**src/design/htfd_pkg.sv**
```systemverilog
`default_nettype none

package htfd_pkg;

  localparam logic [7:0] CRC_INIT = 8'hFF;
  localparam logic [7:0] CRC_POLY = 8'h31;

  // Full-scale spans and offsets in hundredths
  localparam logic [14:0] TEMP_SCALE  = 15'd17500;
  localparam logic [14:0] TEMP_OFFSET = 15'd4500;
  localparam logic [13:0] HUM_SCALE   = 14'd12500;
  localparam logic [13:0] HUM_OFFSET  = 14'd600;
  localparam logic [13:0] HUM_MAX     = 14'd10000;
  localparam logic [13:0] HUM_CEIL    = 14'd10600;

  typedef enum logic [2:0] {
    POS_TEMP_HI  = 3'd0,
    POS_TEMP_LO  = 3'd1,
    POS_TEMP_CRC = 3'd2,
    POS_HUM_HI   = 3'd3,
    POS_HUM_LO   = 3'd4,
    POS_HUM_CRC  = 3'd5
  } htfd_pos_t;

  typedef struct packed {
    logic        crc_err;
    logic [15:0] temp_raw;
    logic [15:0] humid_raw;
  } htfd_frame_t;

  // CRC-8, MSB first, one byte unrolled
  function automatic logic [7:0] crc8_feed(input logic [7:0] crc, input logic [7:0] data);
    logic [7:0] c;
    c = crc ^ data;
    for (int k = 0; k < 8; k++) begin
      c = c[7] ? ({c[6:0], 1'b0} ^ CRC_POLY) : {c[6:0], 1'b0};
    end
    return c;
  endfunction

endpackage

`default_nettype wire

```
**src/design/htfd_conv.sv**
```systemverilog
`default_nettype none

module htfd_conv (
  input  logic                  clk,
  input  logic                  rst_n,
  input  logic                  frm_valid,
  output logic                  frm_ready,
  input  htfd_pkg::htfd_frame_t frm,
  output logic                  out_tvalid,
  input  logic                  out_tready,
  output logic [63:0]           out_tdata
);
  import htfd_pkg::*;

  logic        a_valid_r;
  htfd_frame_t a_frm_r;
  logic [30:0] a_tprod_r;
  logic [29:0] a_hprod_r;
  logic [30:0] tprod;
  logic [29:0] hprod;

  logic        out_valid_r;
  logic [63:0] out_data_r;
  logic [63:0] out_data_nxt;

  logic        a_en;
  logic        b_en;

  logic [31:0] tsum;
  logic [30:0] hsum;
  logic [14:0] tq;
  logic [13:0] hq;
  logic [14:0] temp_centi;
  logic [13:0] humid_centi;

  assign b_en      = !out_valid_r || out_tready;
  assign a_en      = !a_valid_r || b_en;
  assign frm_ready = a_en;

  assign tprod = 31'(frm.temp_raw) * 31'(TEMP_SCALE);
  assign hprod = 30'(frm.humid_raw) * 30'(HUM_SCALE);

  // floor(x / 65535) as (x + (x >> 16) + 1) >> 16, exact for quotients below 65536
  always_comb begin
    tsum = 32'(a_tprod_r) + 32'(a_tprod_r[30:16]) + 32'd1;
    hsum = 31'(a_hprod_r) + 31'(a_hprod_r[29:16]) + 31'd1;
    tq   = tsum[30:16];
    hq   = hsum[29:16];

    temp_centi = tq - TEMP_OFFSET;
    if (hq < HUM_OFFSET) begin
      humid_centi = '0;
    end else if (hq > HUM_CEIL) begin
      humid_centi = HUM_MAX;
    end else begin
      humid_centi = hq - HUM_OFFSET;
    end

    if (a_frm_r.crc_err) begin
      temp_centi  = '0;
      humid_centi = '0;
    end

    out_data_nxt = {2'b00, a_frm_r.humid_raw, a_frm_r.temp_raw, humid_centi, temp_centi,
                    a_frm_r.crc_err};
  end

  always_ff @(posedge clk) begin
    if (!rst_n) begin
      a_valid_r   <= 1'b0;
      out_valid_r <= 1'b0;
    end else begin
      if (a_en) begin
        a_valid_r <= frm_valid;
      end
      if (b_en) begin
        out_valid_r <= a_valid_r;
      end
    end
  end

  always_ff @(posedge clk) begin
    if (a_en && frm_valid) begin
      a_frm_r   <= frm;
      a_tprod_r <= tprod;
      a_hprod_r <= hprod;
    end
    if (b_en && a_valid_r) begin
      out_data_r <= out_data_nxt;
    end
  end

  assign out_tvalid = out_valid_r;
  assign out_tdata  = out_data_r;

endmodule

`default_nettype wire

```
**src/design/humidity_temp_frame_decoder.sv**
```systemverilog
// Throughput: one reply byte per cycle, except that the sixth byte waits while the conversion
// stage cannot take a frame; one result per six bytes. After the transfer of the sixth byte the
// result passes one register after the scaling multipliers, then one output register.
// Reset: frame position returns to the first temperature byte, running CRC to 0xFF,
// stored words to zero, and the conversion pipeline empties.
`default_nettype none

module humidity_temp_frame_decoder (
  input  logic        clk,
  input  logic        rst_n,
  input  logic        in_tvalid,
  output logic        in_tready,
  input  logic [7:0]  in_tdata,   // [7:0] data_byte
  output logic        out_tvalid,
  input  logic        out_tready,
  output logic [63:0] out_tdata   // [0] status, [15:1] temp_centi, [29:16] humid_centi,
                                  // [45:30] raw_temp_word, [61:46] raw_humid_word, [63:62] zero
);
  import htfd_pkg::*;

  htfd_pos_t   pos_r, pos_nxt;
  logic [7:0]  crc_r, crc_nxt;
  logic [15:0] temp_word_r, temp_word_nxt;
  logic [7:0]  humid_high_r, humid_high_nxt;
  logic [7:0]  humid_low_r, humid_low_nxt;
  logic        temp_good_r, temp_good_nxt;

  logic        in_xfer;
  logic        is_last;
  logic        frm_valid;
  logic        frm_ready;
  htfd_frame_t frm;

  assign is_last = (pos_r == POS_HUM_CRC);
  assign in_xfer = in_tvalid && in_tready;

  // Next position; an unused code restarts the frame
  always_comb begin
    pos_nxt = pos_r;
    if (in_xfer) begin
      case (pos_r)
        POS_TEMP_HI:  pos_nxt = POS_TEMP_LO;
        POS_TEMP_LO:  pos_nxt = POS_TEMP_CRC;
        POS_TEMP_CRC: pos_nxt = POS_HUM_HI;
        POS_HUM_HI:   pos_nxt = POS_HUM_LO;
        POS_HUM_LO:   pos_nxt = POS_HUM_CRC;
        POS_HUM_CRC:  pos_nxt = POS_TEMP_HI;
        default:      pos_nxt = POS_TEMP_LO;
      endcase
    end
  end

  always_comb begin
    crc_nxt        = crc_r;
    temp_word_nxt  = temp_word_r;
    humid_high_nxt = humid_high_r;
    humid_low_nxt  = humid_low_r;
    temp_good_nxt  = temp_good_r;

    in_tready = !is_last || frm_ready;

    if (in_xfer) begin
      case (pos_r)
        POS_TEMP_LO: begin
          temp_word_nxt[7:0] = in_tdata;
          crc_nxt            = crc8_feed(crc_r, in_tdata);
        end
        POS_TEMP_CRC: begin
          temp_good_nxt = (crc_r == in_tdata);
          crc_nxt       = CRC_INIT;
        end
        POS_HUM_HI: begin
          humid_high_nxt = in_tdata;
          crc_nxt        = crc8_feed(crc_r, in_tdata);
        end
        POS_HUM_LO: begin
          humid_low_nxt = in_tdata;
          crc_nxt       = crc8_feed(crc_r, in_tdata);
        end
        POS_HUM_CRC: begin
          crc_nxt = CRC_INIT;
        end
        default: begin
          temp_word_nxt[15:8] = in_tdata;
          crc_nxt             = crc8_feed(crc_r, in_tdata);
        end
      endcase
    end

    // Hand the finished frame to conversion on the last byte
    frm_valid     = in_tvalid && is_last;
    frm.crc_err   = !(temp_good_r && (crc_r == in_tdata));
    frm.temp_raw  = temp_word_r;
    frm.humid_raw = {humid_high_r, humid_low_r};
  end

  always_ff @(posedge clk) begin
    if (!rst_n) begin
      pos_r        <= POS_TEMP_HI;
      crc_r        <= CRC_INIT;
      temp_word_r  <= '0;
      humid_high_r <= '0;
      humid_low_r  <= '0;
      temp_good_r  <= 1'b0;
    end else begin
      pos_r        <= pos_nxt;
      crc_r        <= crc_nxt;
      temp_word_r  <= temp_word_nxt;
      humid_high_r <= humid_high_nxt;
      humid_low_r  <= humid_low_nxt;
      temp_good_r  <= temp_good_nxt;
    end
  end

  htfd_conv u_conv (
    .clk        (clk),
    .rst_n      (rst_n),
    .frm_valid  (frm_valid),
    .frm_ready  (frm_ready),
    .frm        (frm),
    .out_tvalid (out_tvalid),
    .out_tready (out_tready),
    .out_tdata  (out_tdata)
  );

endmodule

`default_nettype wire

```
**config.mk**
```make
export PLATFORM = sky130hd
export DESIGN_NAME = humidity_temp_frame_decoder
export DESIGN_NICKNAME = d
export VERILOG_FILES = /design/src/design/htfd_pkg.sv /design/src/design/htfd_conv.sv /design/src/design/humidity_temp_frame_decoder.sv
export SDC_FILE = /design/constraint.sdc
export NUM_CORES = 1
export LEC_CHECK = 0
export ABC_AREA = 1
export BUFFER_PORTS_ARGS = -buffer_cell sky130_fd_sc_hd__buf_4
export CAP_MARGIN = 10
export CELL_PAD_IN_SITES_DETAIL_PLACEMENT = 1
export CELL_PAD_IN_SITES_GLOBAL_PLACEMENT = 2
export CORE_AREA = 2 2 272 274
export CTS_BUF_LIST = sky130_fd_sc_hd__clkbuf_8
export DETAILED_ROUTE_END_ITERATION = 8
export DIE_AREA = 0 0 274 276
export PLACE_DENSITY = 0.64
export SYNTH_ARGS = -nofsm -noshare
export SYNTH_HDL_FRONTEND = slang
export SYNTH_SLANG_ARGS = --single-unit
```
**constraint.sdc**
```tcl
create_clock -name clk -period 5.6 [get_ports clk]
set_input_delay 1.4 -clock clk [delete_from_list [all_inputs] [get_ports clk]]
set_output_delay 1.4 -clock clk [all_outputs]
set_load 0.005 [all_outputs]
```
==> flow_results.org, run 1 <==
** CTS
- Latest clock arrival within the worst-skew pair :: 570 ps
- The H-tree generated during clock tree synthesis spans 4 levels.
- The clock passes through at most 2 buffers.
- Post-CTS repair changed the size of 0 cells.
- Buffers added to address setup during post-CTS repair amount to 0.
- CTS clock-pin slew for the worst setup and hold paths :: 110 ps
- CTS tree :: built
- TritonCTS created 17 clock buffers.
- CTS Sinks :: 195
- Hold buffers post-CTS :: 0
- Cell at the root of the clock tree :: sky130_fd_sc_hd__clkbuf_8

** Setup path
- For this run, the slowest stage of the critical path takes 530 ps.
- By instance count, the cell type seen most on the critical path is sky130_fd_sc_hd__ha_1.
- The critical path is of the flop to flop type.
- For the worst setup path, the data arrival time is 5310 ps.
- Maximum net fanout on the critical path :: 6
- Across all register-to-register paths, the minimum setup slack is 610 ps.
- Kind of start point of the critical path :: flop
- The largest individual stage delay along the critical path comes from the cell sky130_fd_sc_hd__fa_1.
- The signal on the critical path passes through ha_1, ha_1, xor2_1, ha_1, a31o_2, fa_1, inv_1, fa_1, inv_1, ha_1, nand2_1, nor4_1, a21oi_1, o21ai_0, a21oi_1, xnor2_1.
- Endpoint type of the worst setup path :: flop
- At the worst endpoint, the required time is 5920 ps.

** Synth
- Async set-reset flop share out of synthesis :: 0%
- The mapped netlist covers 16600 µm².
- Cell taking the most area after synthesis :: sky130_fd_sc_hd__edfxtp_1
- Average cell area after synthesis :: 8.56 µm²
- Post-synth EDFFs :: 149
- By count the netlist is led by sky130_fd_sc_hd__inv_1, sky130_fd_sc_hd__nand2_1, sky130_fd_sc_hd__ha_1, sky130_fd_sc_hd__edfxtp_1, sky130_fd_sc_hd__nor2_1.
- Counting every instance in the synthesized netlist gives 1942.
- Unique masters post-synth :: 49
- In this run the biggest area consumer among cell types represents 26.9% of the synthesized area.
- Sequential-to-total area share from yosys stat :: 32.4%
- For this run, the number of Yosys warnings is 0.
- In the synthesized netlist the dominant register cell turns out to be sky130_fd_sc_hd__edfxtp_1.
- Most area-consuming cells after synthesis :: sky130_fd_sc_hd__edfxtp_1, sky130_fd_sc_hd__ha_1, sky130_fd_sc_hd__fa_1
- Leading cell type by number of instances after synthesis :: sky130_fd_sc_hd__inv_1
- The synthesized design contains 195 register bits.

** Timing
- For the pin with the worst max-slew slack, the measured transition is 813 ps.
- Number of failing hold endpoints at the final stage :: 0
- Setup repair after global routing left no endpoint under its margin.
- Based on the critical path, the design can be clocked at up to 0.200 GHz.
- The tightest hold path in the finished design has a slack of 431 ps.
- Sum of negative setup slack :: 0 ps
- After layout, the worst setup slack is 608 ps.
- The max-slew violation count is 0.
- The worst path uses 89.1% of the clock period.
- Min cycle time layout :: 4990 ps
- For the final database, setup skew stands at 24.4 ps.
- Setup violations remaining at the end of the flow were counted as 0.
- Worst slew slack as a fraction of its limit :: 45.8%

** Pwr
- Internal power comes to 0.00243 W.
- Portion of total power attributed to sequential cells :: 43.7%
- Power spread over the standard cell area amounts to 203 nW/µm².
- Net switching is 36.3% of the power.
- Comb power frac :: 31.5%
- Power share of the clock group :: 24.7%
- Total leakage power :: 9.43 nW
- Switching power :: 0.00139 W
- VDD sags by at most 0.151 mV.

** Finish
- Fill cells in the final layout number 8641.
- Summing all multi-input logic gate instances after layout gives 9700 µm².
- Cells fill 25.9% of the core in the end.
- Registers take 5400 µm².
- P&R area growth vs syn :: 13.0%
- Of the cells placed in the final design, the portion with a size suffix greater than 1 is 8.62%.
- Non-filler instance count after layout :: 3002
- Total Nets Final :: 2360

** Detailed routing
- Final antenna-violating net count :: 0
- After detailed routing, the average wire length per cell comes to 15.6 µm.
- Using the TritonRoute via totals, the vias-per-cell ratio works out to 4.19.
- First-pass DRT Iterations :: 4
- Final wirelength :: 46700 µm
- Detailed routing inserted a total of 12573 vias.
- For this block, the initial DRC count from the detailed router was 497.
- For this run, design rule violations remaining after detail routing come to 0.

** Floorplan
- Die Footprint :: 75600 µm²
- 78 I/O pins were placed.
- From bottom edge to top edge, the die measures 276 µm.
- Horizontal die dimension :: 274 µm
- After floorplanning, the core was sized to cover 72600 µm².
- Starting density of the core :: 22.9%
- The floorplan has 99 rows.

** Flow run
- Max-Cap Viols :: 0

** Place
- Placed Cells incl. Taps :: 2969
- Count of buffers inserted at the top-level ports :: 75
- Summed over all nets, the half-perimeter wirelength after detailed placement is 38800 µm.
- Pre-CTS worst setup slack :: 605 ps
- Gpl congestion :: 0.837

** Global routing
- Congestion Overflow GR :: 0
- Global routing used 12.8% of the available tracks.
- Entering global routing, the biggest net connects 76 pins.
- The first global-routing pass estimated 76000 µm of wire.
- The number of global-route vias before repair came to 13751.
- The initial antenna violation count was 2.

** Worst hold path
- In this run the worst hold path is classified as flop to flop.

** Status
- Outcome :: complete, no violations
area by class of cell:
class | instances | area share [%]
multi-input cells | 1336 | 51.6
flip-flops and latches | 195 | 28.7
inverters | 402 | 8.04
well taps | 959 | 6.39
repair buffers | 77 | 3.14
clock buffers | 18 | 1.32
clock inverters | 14 | 0.746
diodes | 1 | 0.0133
critical path, delay by kind of cell (launching register included):
family,cells,cell delay (ps)
AOI/OAI and AO/OA,4,1010
xor gates and xnor gates,2,320
adders and majority gates,6,2310
buffers and inverters,2,90
DFF,1,520
and+or+nand+nor,2,500
path summary, 6_finish.rpt:
path	end	depth (start not counted)	startpoint
worst min-delay path	u_conv.out_tdata[50]	0	u_conv.a_frm_r[4]
worst min register to register	u_conv.out_tdata[50]	0	u_conv.a_frm_r[4]
worst max register to register	u_conv.a_hprod_r[25]	16	humid_low_r[5]
worst max-delay path	u_conv.a_hprod_r[25]	16	humid_low_r[5]
power by group through the flow:
| stage | Combinational [W] | Sequential, W | Clock, W |
|---|---|---|---|
| 2_1_floorplan | 0.000931 | 0.00169 | 0 |
| 3_3_place_gp | 0.00120 | 0.00170 | 0 |
| 3_5_place_dp | 0.00122 | 0.00171 | 0 |
| 4_1_cts | 0.00124 | 0.00167 | 0.00100 |
| 5_1_grt | 0.00143 | 0.00168 | 0.00104 |
| 6_report | 0.00121 | 0.00167 | 0.000944 |
kinds of logic (layout without fill, tap and decap cells):
group,after synthesis,count (layout),synth area share [%]
buffers and inverters,412,511,9.36
other,1,3,0.0225
adder cells (fa/ha/maj),319,319,27.7
flip-flops,195,195,32.4
AND/OR/NAND/NOR,725,725,19.5
AO/OA/AOI/OAI,214,214,7.06
XOR/XNOR,76,76,4.00
state kept, by name (all words and copies together) (netlist names):
register,cells
u_conv.a_valid_r,1
humid_high_r,8
u_conv.a_tprod_r,28
temp_word_r,16
u_conv.a_hprod_r,26
humid_low_r,8
pos_r,3
u_conv.out_tvalid,1
u_conv.a_frm_r,33
u_conv.out_tdata,62
temp_good_r,1
crc_r,8
cell usage in the layout (no fill, tap or decap), types with 35 or more instances in the layout:
| master | n |
|---|---|
| sky130_fd_sc_hd__nand2_1 | 378 |
| sky130_fd_sc_hd__xor2_1 | 41 |
| sky130_fd_sc_hd__xnor2_1 | 35 |
| sky130_fd_sc_hd__a21oi_1 | 101 |
| sky130_fd_sc_hd__nor2_1 | 135 |
| sky130_fd_sc_hd__inv_1 | 389 |
| sky130_fd_sc_hd__nand3_1 | 100 |
| sky130_fd_sc_hd__fa_1 | 81 |
| sky130_fd_sc_hd__edfxtp_1 | 149 |
| sky130_fd_sc_hd__ha_1 | 238 |
| sky130_fd_sc_hd__o21ai_0 | 65 |
| sky130_fd_sc_hd__dfxtp_1 | 46 |
| sky130_fd_sc_hd__buf_4 | 76 |
per-stage QoR:
step / area (µm²) / power, W
floorplan: 16600 / 0.00262
global placement: 18400 / 0.00291
detailed placement: 18400 / 0.00292
CTS: 18800 / 0.00391
global route: 18800 / 0.00414
finish: 18800 / 0.00382
metal layers:
metal,GRT usage [%],vias to the layer above,wire length (µm)
met3,1.82,26,949
met2,20.8,100,21000
met1,17.9,6001,24300
li1,-,6446,-
met4,2.94,0,469
met5,0,-,0
(Power assumes the default switching activity.)
==> inputs of run 2 (changes only) <==
Settings changed: PLACE_DENSITY 0.64 to 0.65.
==> flow_results.org, run 2 (synthesized netlist as in run 1, its figures left out) <==
** CTS
- Number of gates resized after cts :: 0 (unchanged)
- Latest clock arrival within the worst-skew pair :: 590 ps (+20 ps)
- TritonCTS built the clock tree.
- The number of CTS-inserted buffers is 17 (unchanged).
- The TritonCTS sink count was 195 (unchanged).
- Clock tree buffer depth :: 2 (unchanged)
- CTS clock-pin slew for the worst setup and hold paths :: 110 ps (about the same)
- Hold buffers post-CTS :: 0 (unchanged)
- Number of H-tree branching levels :: 4 (unchanged)
- Number of post-CTS setup repair buffers :: 0 (unchanged)
- CTS placed an instance of sky130_fd_sc_hd__clkbuf_8 at the clock tree root.

** Timing
- The final hold violation count came to 0 (unchanged).
- Setup repair after global routing left no endpoint under its margin.
- Count of pins over their slew limit :: 0 (unchanged)
- The aggregate negative setup slack came to 0 ps (unchanged).
- Worst slew slack as a fraction of its limit :: 33.1% (-13 points)
- The number of setup violations in the final report was 0 (unchanged).
- Achievable clock frequency :: 0.202 GHz (+0.64%)
- The shortest clock period the worst path allows after layout is 4960 ps (-31.9 ps).
- The final critical-path share of the clock period was 88.6% (-0.57 points).
- Max Clock Skew :: 35.1 ps (+10.7 ps)
- Slew of the pin with the lowest slew margin :: 1000 ps (+191 ps)

** Pwr
- The internal power summed over all cells came to 0.00255 W (+4.7%).
- Comb power frac :: 31.0% (-0.5 points)
- The clock share of power is 26.2% (+1.5 points).
- The proportion of total power due to net switching is 34.7% (-1.6 points).
- Power per cell area :: 207 nW/µm² (+2.0%)
- The worst supply voltage drop on vdd came to 0.154 mV (+2.1%).
- Portion of total power attributed to sequential cells :: 42.8% (-0.9 points)
- The leakage power total was 9.45 nW (+0.26%).
- The switching power is 0.00135 W (-2.4%).

** Finish
- Most frequent standard cell in the layout excluding fill and tap cells :: sky130_fd_sc_hd__inv_1
- Final-layout fill cell count :: 8683 (+0.49%)
- P&R area growth vs syn :: 13.1%
- Post-layout instance area :: 18800 µm² (+0.13%)
- Commonest non-fill, non-tap cells in the layout :: sky130_fd_sc_hd__inv_1, sky130_fd_sc_hd__nand2_1, sky130_fd_sc_hd__ha_1, sky130_fd_sc_hd__edfxtp_1, sky130_fd_sc_hd__nor2_1
- Max FFs per register :: 62 (unchanged)
- The fraction of final layout cells with drive strength greater than 1 came to 8.47% (-0.15 points).
- The area used by multi-input combinational logic is 9700 µm² (unchanged).
- The final net count is 2360 (unchanged).
- The total area of sequential cells is 5400 µm² (unchanged).
- The final cell count without fillers was 3002 (unchanged).

** Setup path
- Kind of start point of the critical path :: flop
- Depth of the most critical reg-to-reg path :: 17 (+1)
- Path type of the worst setup path :: flop to flop
- The worst setup path is captured at a flop.
- The critical-path maximum fanout came to 8 (+2).
- The arrival time at the worst endpoint came to 5280 ps (-30 ps).
- Data required time of the critical path :: 5920 ps (about the same)

** Worst hold path
- The worst hold path belongs to the class flop to flop.
- The cell count of the worst hold path came to 0 (unchanged).

** Place
- The number of input and output port buffers inserted is 75 (unchanged).
- The total instance count after detailed placement was 2969 (unchanged).
- HPWL reported at the end of detailed placement :: 39100 µm (+0.94%)
- Gpl congestion :: 0.835 (-0.18%)
- Cell area after placement :: 18400 µm² (unchanged)

** Detailed routing
- Final antenna-violating net count :: 0 (unchanged)
- Drt via density :: 4.22 (+0.76%)
- Initial DRC count :: 462 (-7.0%)
- The routed length per placed instance was 15.7 µm (+1.1%).
- The number of vias in the routed layout was 12669 (+0.76%).
- Residual DRC count :: 0 (unchanged)
- Final wirelength :: 47200 µm (+1.1%)
- The detailed-router iteration count before antenna repair came to 4 (unchanged).

** Global routing
- Maximum number of pins on one net before global-route repair :: 81 (+6.6%)
- Vias in the first global route :: 13655 (-0.70%)
- The overflow left after global routing is 0 (unchanged).
- The overall routing resource usage was 12.9% (+0.11 points).
- The global-route wire length before repair was 76100 µm (+0.13%).
- The initial antenna violation count was 1 (-1).

** Floorplan
- Core Rows :: 99 (unchanged)
- Height of the die :: 276 µm (unchanged)
- The number of top-level pins is 78 (unchanged).
- The die width came to 274 µm (unchanged).
- The initial core utilization is 22.9% (unchanged).
- The floorplan die area was 75600 µm² (unchanged).
- The core footprint came to 72600 µm² (unchanged).

** Flow run
- The number of max-cap violations came to 0 (unchanged).

** Status
- Outcome :: complete, no violations
-- run 2: metal layers --
| metal | vias up | track usage (%) | wire length, µm |
|---|---|---|---|
| met5 | - | 0 | 0 |
| met4 | 0 | 3.78 | 750 |
| met3 | 35 | 1.87 | 1120 |
| met2 | 141 | 20.8 | 21400 |
| met1 | 6061 | 17.9 | 24000 |
| li1 | 6432 | - | - |
-- run 2: final timing paths --
| check | to | from | slack, ps |
|---|---|---|---|
| min | u_conv.out_tdata[43] | u_conv.a_frm_r[29] | 420 |
| max reg2reg | u_conv.a_hprod_r[23] | humid_low_r[3] | 640 |
| min reg2reg | u_conv.out_tdata[43] | u_conv.a_frm_r[29] | 420 |
| max | u_conv.a_hprod_r[23] | humid_low_r[3] | 640 |
-- run 2: critical path: stages (launching register included) --
cell and delay, ps:
sky130_fd_sc_hd__dfxtp_1 530, sky130_fd_sc_hd__ha_1 330, sky130_fd_sc_hd__ha_1 350, sky130_fd_sc_hd__xor2_1 170
sky130_fd_sc_hd__ha_1 190, sky130_fd_sc_hd__a31o_2 230, sky130_fd_sc_hd__fa_1 500, sky130_fd_sc_hd__inv_1 50
sky130_fd_sc_hd__fa_1 530, sky130_fd_sc_hd__inv_1 40, sky130_fd_sc_hd__ha_1 360, sky130_fd_sc_hd__nand2_1 100
sky130_fd_sc_hd__nor4_1 440, sky130_fd_sc_hd__a21oi_1 170, sky130_fd_sc_hd__o21ai_0 400, sky130_fd_sc_hd__nand3_1 130
sky130_fd_sc_hd__nand2_1 100, sky130_fd_sc_hd__xor2_1 70
-- run 2: cell type report --
| cell class | instances | share of cell area [%] |
|---|---|---|
| timing repair buffer | 77 | 3.14 |
| clock inverter | 14 | 0.871 |
| multi-input combinational | 1336 | 51.6 |
| tap | 959 | 6.38 |
| inverter | 402 | 8.03 |
| clock buffer | 18 | 1.32 |
| antenna | 1 | 0.0133 |
| sequential | 195 | 28.7 |
-- run 2: power groups by stage --
stage / logic [W] / registers (W) / clock network (W)
6_report: 0.00121 / 0.00167 / 0.00102
5_1_grt: 0.00143 / 0.00168 / 0.00111
4_1_cts: 0.00124 / 0.00167 / 0.00107
3_5_place_dp: 0.00122 / 0.00171 / 0
3_3_place_gp: 0.00120 / 0.00170 / 0
2_1_floorplan: 0.000931 / 0.00169 / 0
-- run 2: metrics by stage --
| step | utilization (%) | total power (W) | hold WS, ps | setup WS (ps) |
|---|---|---|---|---|
| detailed placement | 25.3 | 0.00293 | 407 | 637 |
| finish | 25.9 | 0.00390 | 418 | 640 |
| CTS | 25.9 | 0.00398 | 424 | 623 |
| floorplan | - | 0.00262 | 400 | 661 |
| global route | 25.9 | 0.00422 | 441 | 317 |
| global placement | 25.3 | 0.00290 | 403 | 760 |
==> inputs of run 3 (changes only) <==
Settings changed: CORE_AREA 2 2 272 274 to 2 2 325 230, DIE_AREA 0 0 274 276 to 0 0 327 232, MAX_ROUTING_LAYER from default to met4.
==> flow_results.org, run 3 (synthesized netlist as in run 1, its figures left out) <==
** Status
- The flow ran to the end, and the final reports show no timing, DRC or antenna violations.

** Timing
- Min cycle time layout :: 4990 ps (+26.0 ps)
- The highest achievable clock rate is 0.201 GHz (-0.52%).
- The aggregate negative setup slack was 0 ps (unchanged).
- The number of setup violations in the final report is 0 (unchanged).
- The worst-case headroom to the max-slew limit was 55.0% (+22 points).
- The final critical-path share of the clock period was 89.0% (+0.46 points).
- Setup repair after global routing left no endpoint under its margin.
- Max Clock Skew :: 18.9 ps (-16.2 ps)
- Slew of the pin with the lowest slew margin :: 672 ps (-332 ps)
- The final hold violation count came to 0 (unchanged).
- The max-slew violation count came to 0 (unchanged).
- The worst slack on hold paths came to 430 ps (+12.0 ps).

** Finish
- The number of antenna diodes came to 0 (-1).
- The library cell used most frequently in the layout, excluding fill and tap cells, is sky130_fd_sc_hd__inv_1.
- The flip-flop count of the largest register after layout came to 62 (unchanged).
- The final cell count without fillers was 3022 (+0.67%).
- Sequential standard cell area :: 5400 µm² (unchanged)
- Total Nets Final :: 2363 (+0.13%)
- Leaving out fill and tap cells, the most frequent cells in the layout are sky130_fd_sc_hd__inv_1, sky130_fd_sc_hd__nand2_1, sky130_fd_sc_hd__ha_1, sky130_fd_sc_hd__edfxtp_1, sky130_fd_sc_hd__nor2_1.
- The final cell utilization of the core came to 25.9% (-0.032 points).
- The filler cell count in the final layout came to 8614 (-0.79%).
- The fraction of final layout cells with drive strength greater than 1 came to 8.70% (+0.23 points).
- Area taken by multi-input logic gates :: 9700 µm² (unchanged)
- P&R area growth vs syn :: 13.3%

** CTS
- CTS Sinks :: 195 (unchanged)
- The post-CTS resize count is 0 (unchanged).
- The number of H-tree levels was 4 (unchanged).
- The cts-stage hold buffer count is 0 (unchanged).
- Latest clock arrival within the worst-skew pair :: 540 ps (-50 ps)
- The clock transition at the registers of the reported paths was 110 ps (about the same).
- The maximum buffer depth of the clock tree is 2 (unchanged).
- The number of CTS-inserted buffers came to 17 (unchanged).
- Cell at the root of the clock tree :: sky130_fd_sc_hd__clkbuf_8
- CTS tree :: built
- Number of post-CTS setup repair buffers :: 0 (unchanged)

** Global routing
- First-pass GRT wire length :: 80100 µm (+5.2%)
- The overflow left after global routing came to 0 (unchanged).
- Vias in the first global route :: 13696 (+0.30%)
- The overall routing resource usage came to 14.1% (+1.2 points).
- The initial antenna violation count came to 1 (unchanged).
- The largest net degree at the start of global routing is 75 (-7.4%).

** Pwr
- Power per cell area :: 207 nW/µm² (about the same)
- The worst supply voltage drop on vdd was 0.159 mV (+3.7%).
- The leakage power total was 9.47 nW (+0.13%).

** Worst hold path
- Worst Hold Class :: flop to flop
- Worst hold path depth :: 0 (unchanged)
- Hold Path End :: u_conv.out_tdata[40]
- In this run the most critical hold path is launched from u_conv.a_frm_r[26].

** Setup path
- The cell family contributing the most delay on the critical path is adder cells.
- The worst setup path is launched from a flop.
- The worst setup path is captured at a flop.
- Path type of the worst setup path :: flop to flop
- Setup slack on the worst flop-to-flop path :: 610 ps (-30 ps)
- Depth of the most critical reg-to-reg path :: 16 (-1)
- Maximum net fanout on the critical path :: 8 (unchanged)
- Reg2reg end :: u_conv.a_hprod_r[25]
- The arrival time at the worst endpoint came to 5280 ps (about the same).
- Crit-path max cell delay :: 580 ps (+50 ps)
- Startpoint of the most critical register-to-register path :: humid_low_r[3]
- The data required time of the critical path is 5900 ps (-20 ps).
- Buffers & Inverters on Critical Path :: 2 (unchanged)
- Counting stages on the worst path, the most repeated cell is sky130_fd_sc_hd__ha_1.
- The critical path goes through ha_1, ha_1, xor2_1, ha_1, a31o_2, fa_1, inv_1, fa_1, inv_1, ha_1, nand2_1, nor4_1, a21oi_1, o21ai_0, a21oi_1, xnor2_1.
- Slowest cell on the critical path :: sky130_fd_sc_hd__dfxtp_1

** Detailed routing
- The remaining antenna violation count is 0 (unchanged).
- The detailed-router iteration count before antenna repair is 5 (+1).
- The post-route DRC violation count came to 0 (unchanged).
- The initial DRC count came to 607 (+31%).
- The routed length per placed instance came to 16.7 µm (+5.9%).
- The number of vias in the routed layout is 12825 (+1.2%).
- Final wirelength :: 50400 µm (+6.6%)
- Drt via density :: 4.24 (+0.56%)

** Floorplan
- The count of standard-cell rows came to 83 (-16%).
- Top-Level Pins :: 78 (unchanged)
- Horizontal die dimension :: 327 µm (+19%)
- The overall die height came to 232 µm (-16%).
- The core footprint was 72800 µm² (+0.29%).
- Starting density of the core :: 22.8% (-0.067 points)
- Die Footprint :: 75900 µm² (+0.32%)

** Flow run
- Max-Cap Viols :: 0 (unchanged)

** Place
- The final estimated routing congestion in global placement is 0.856 (+2.5%).
- The number of input and output port buffers inserted came to 75 (unchanged).
- HPWL reported at the end of detailed placement :: 41800 µm (+6.8%)
- Placed Cells incl. Taps :: 2990 (+0.71%)
## run 3: cell types whose count changed in the layout (fill, tap and decap cells not counted), sizes merged
cell / delta
buf: +3
bufinv: -2
clkinv: -1
clkinvlp: -2
diode: -1
inv: +5
## run 3: layer usage
layer / track usage [%] / part of all wire [%] / up-vias
li1: - / - / 6434
met1: 22.2 / 59 / 6227
met2: 18.7 / 37 / 143
met3: 2.26 / 3.1 / 21
met4: 2.39 / 0.73 / 0
met5: - / 0 / -
## run 3: worst max path at each step
stage | start | endpoint | slack [ps] | depth (start not counted)
after floorplan | out_tready | u_conv.out_tdata[0] | 660 | 2
after CTS | temp_word_r[8] | u_conv.a_tprod_r[29] | 610 | 18
after detailed placement | humid_low_r[3] | u_conv.a_hprod_r[25] | 640 | 16
after global placement | temp_word_r[8] | u_conv.a_tprod_r[29] | 660 | 18
after global routing | humid_low_r[3] | u_conv.a_hprod_r[25] | 260 | 16
final | humid_low_r[3] | u_conv.a_hprod_r[25] | 610 | 16
## run 3: final cells by class
class | instances | area share, %
tap | 977 | 6.49
sequential | 195 | 28.6
multi-input combinational | 1336 | 51.5
inverter | 402 | 8.02
clock inverter | 14 | 0.744
clock buffer | 18 | 1.31
timing repair buffer | 80 | 3.32
## run 3: where the power goes
group	switching, W	internal, W
clock	0.000607	0.000380
sequential	0.0000539	0.00162
combinational	0.000764	0.000478
## run 3: through the flow
stage | power [W] | cell area, µm² | setup slack (ps)
after floorplan | 0.00262 | 16600 | 661
after global placement | 0.00293 | 18500 | 656
after detailed placement | 0.00296 | 18500 | 638
after CTS | 0.00399 | 18800 | 606
after global routing | 0.00423 | 18800 | 257
final | 0.00390 | 18800 | 614
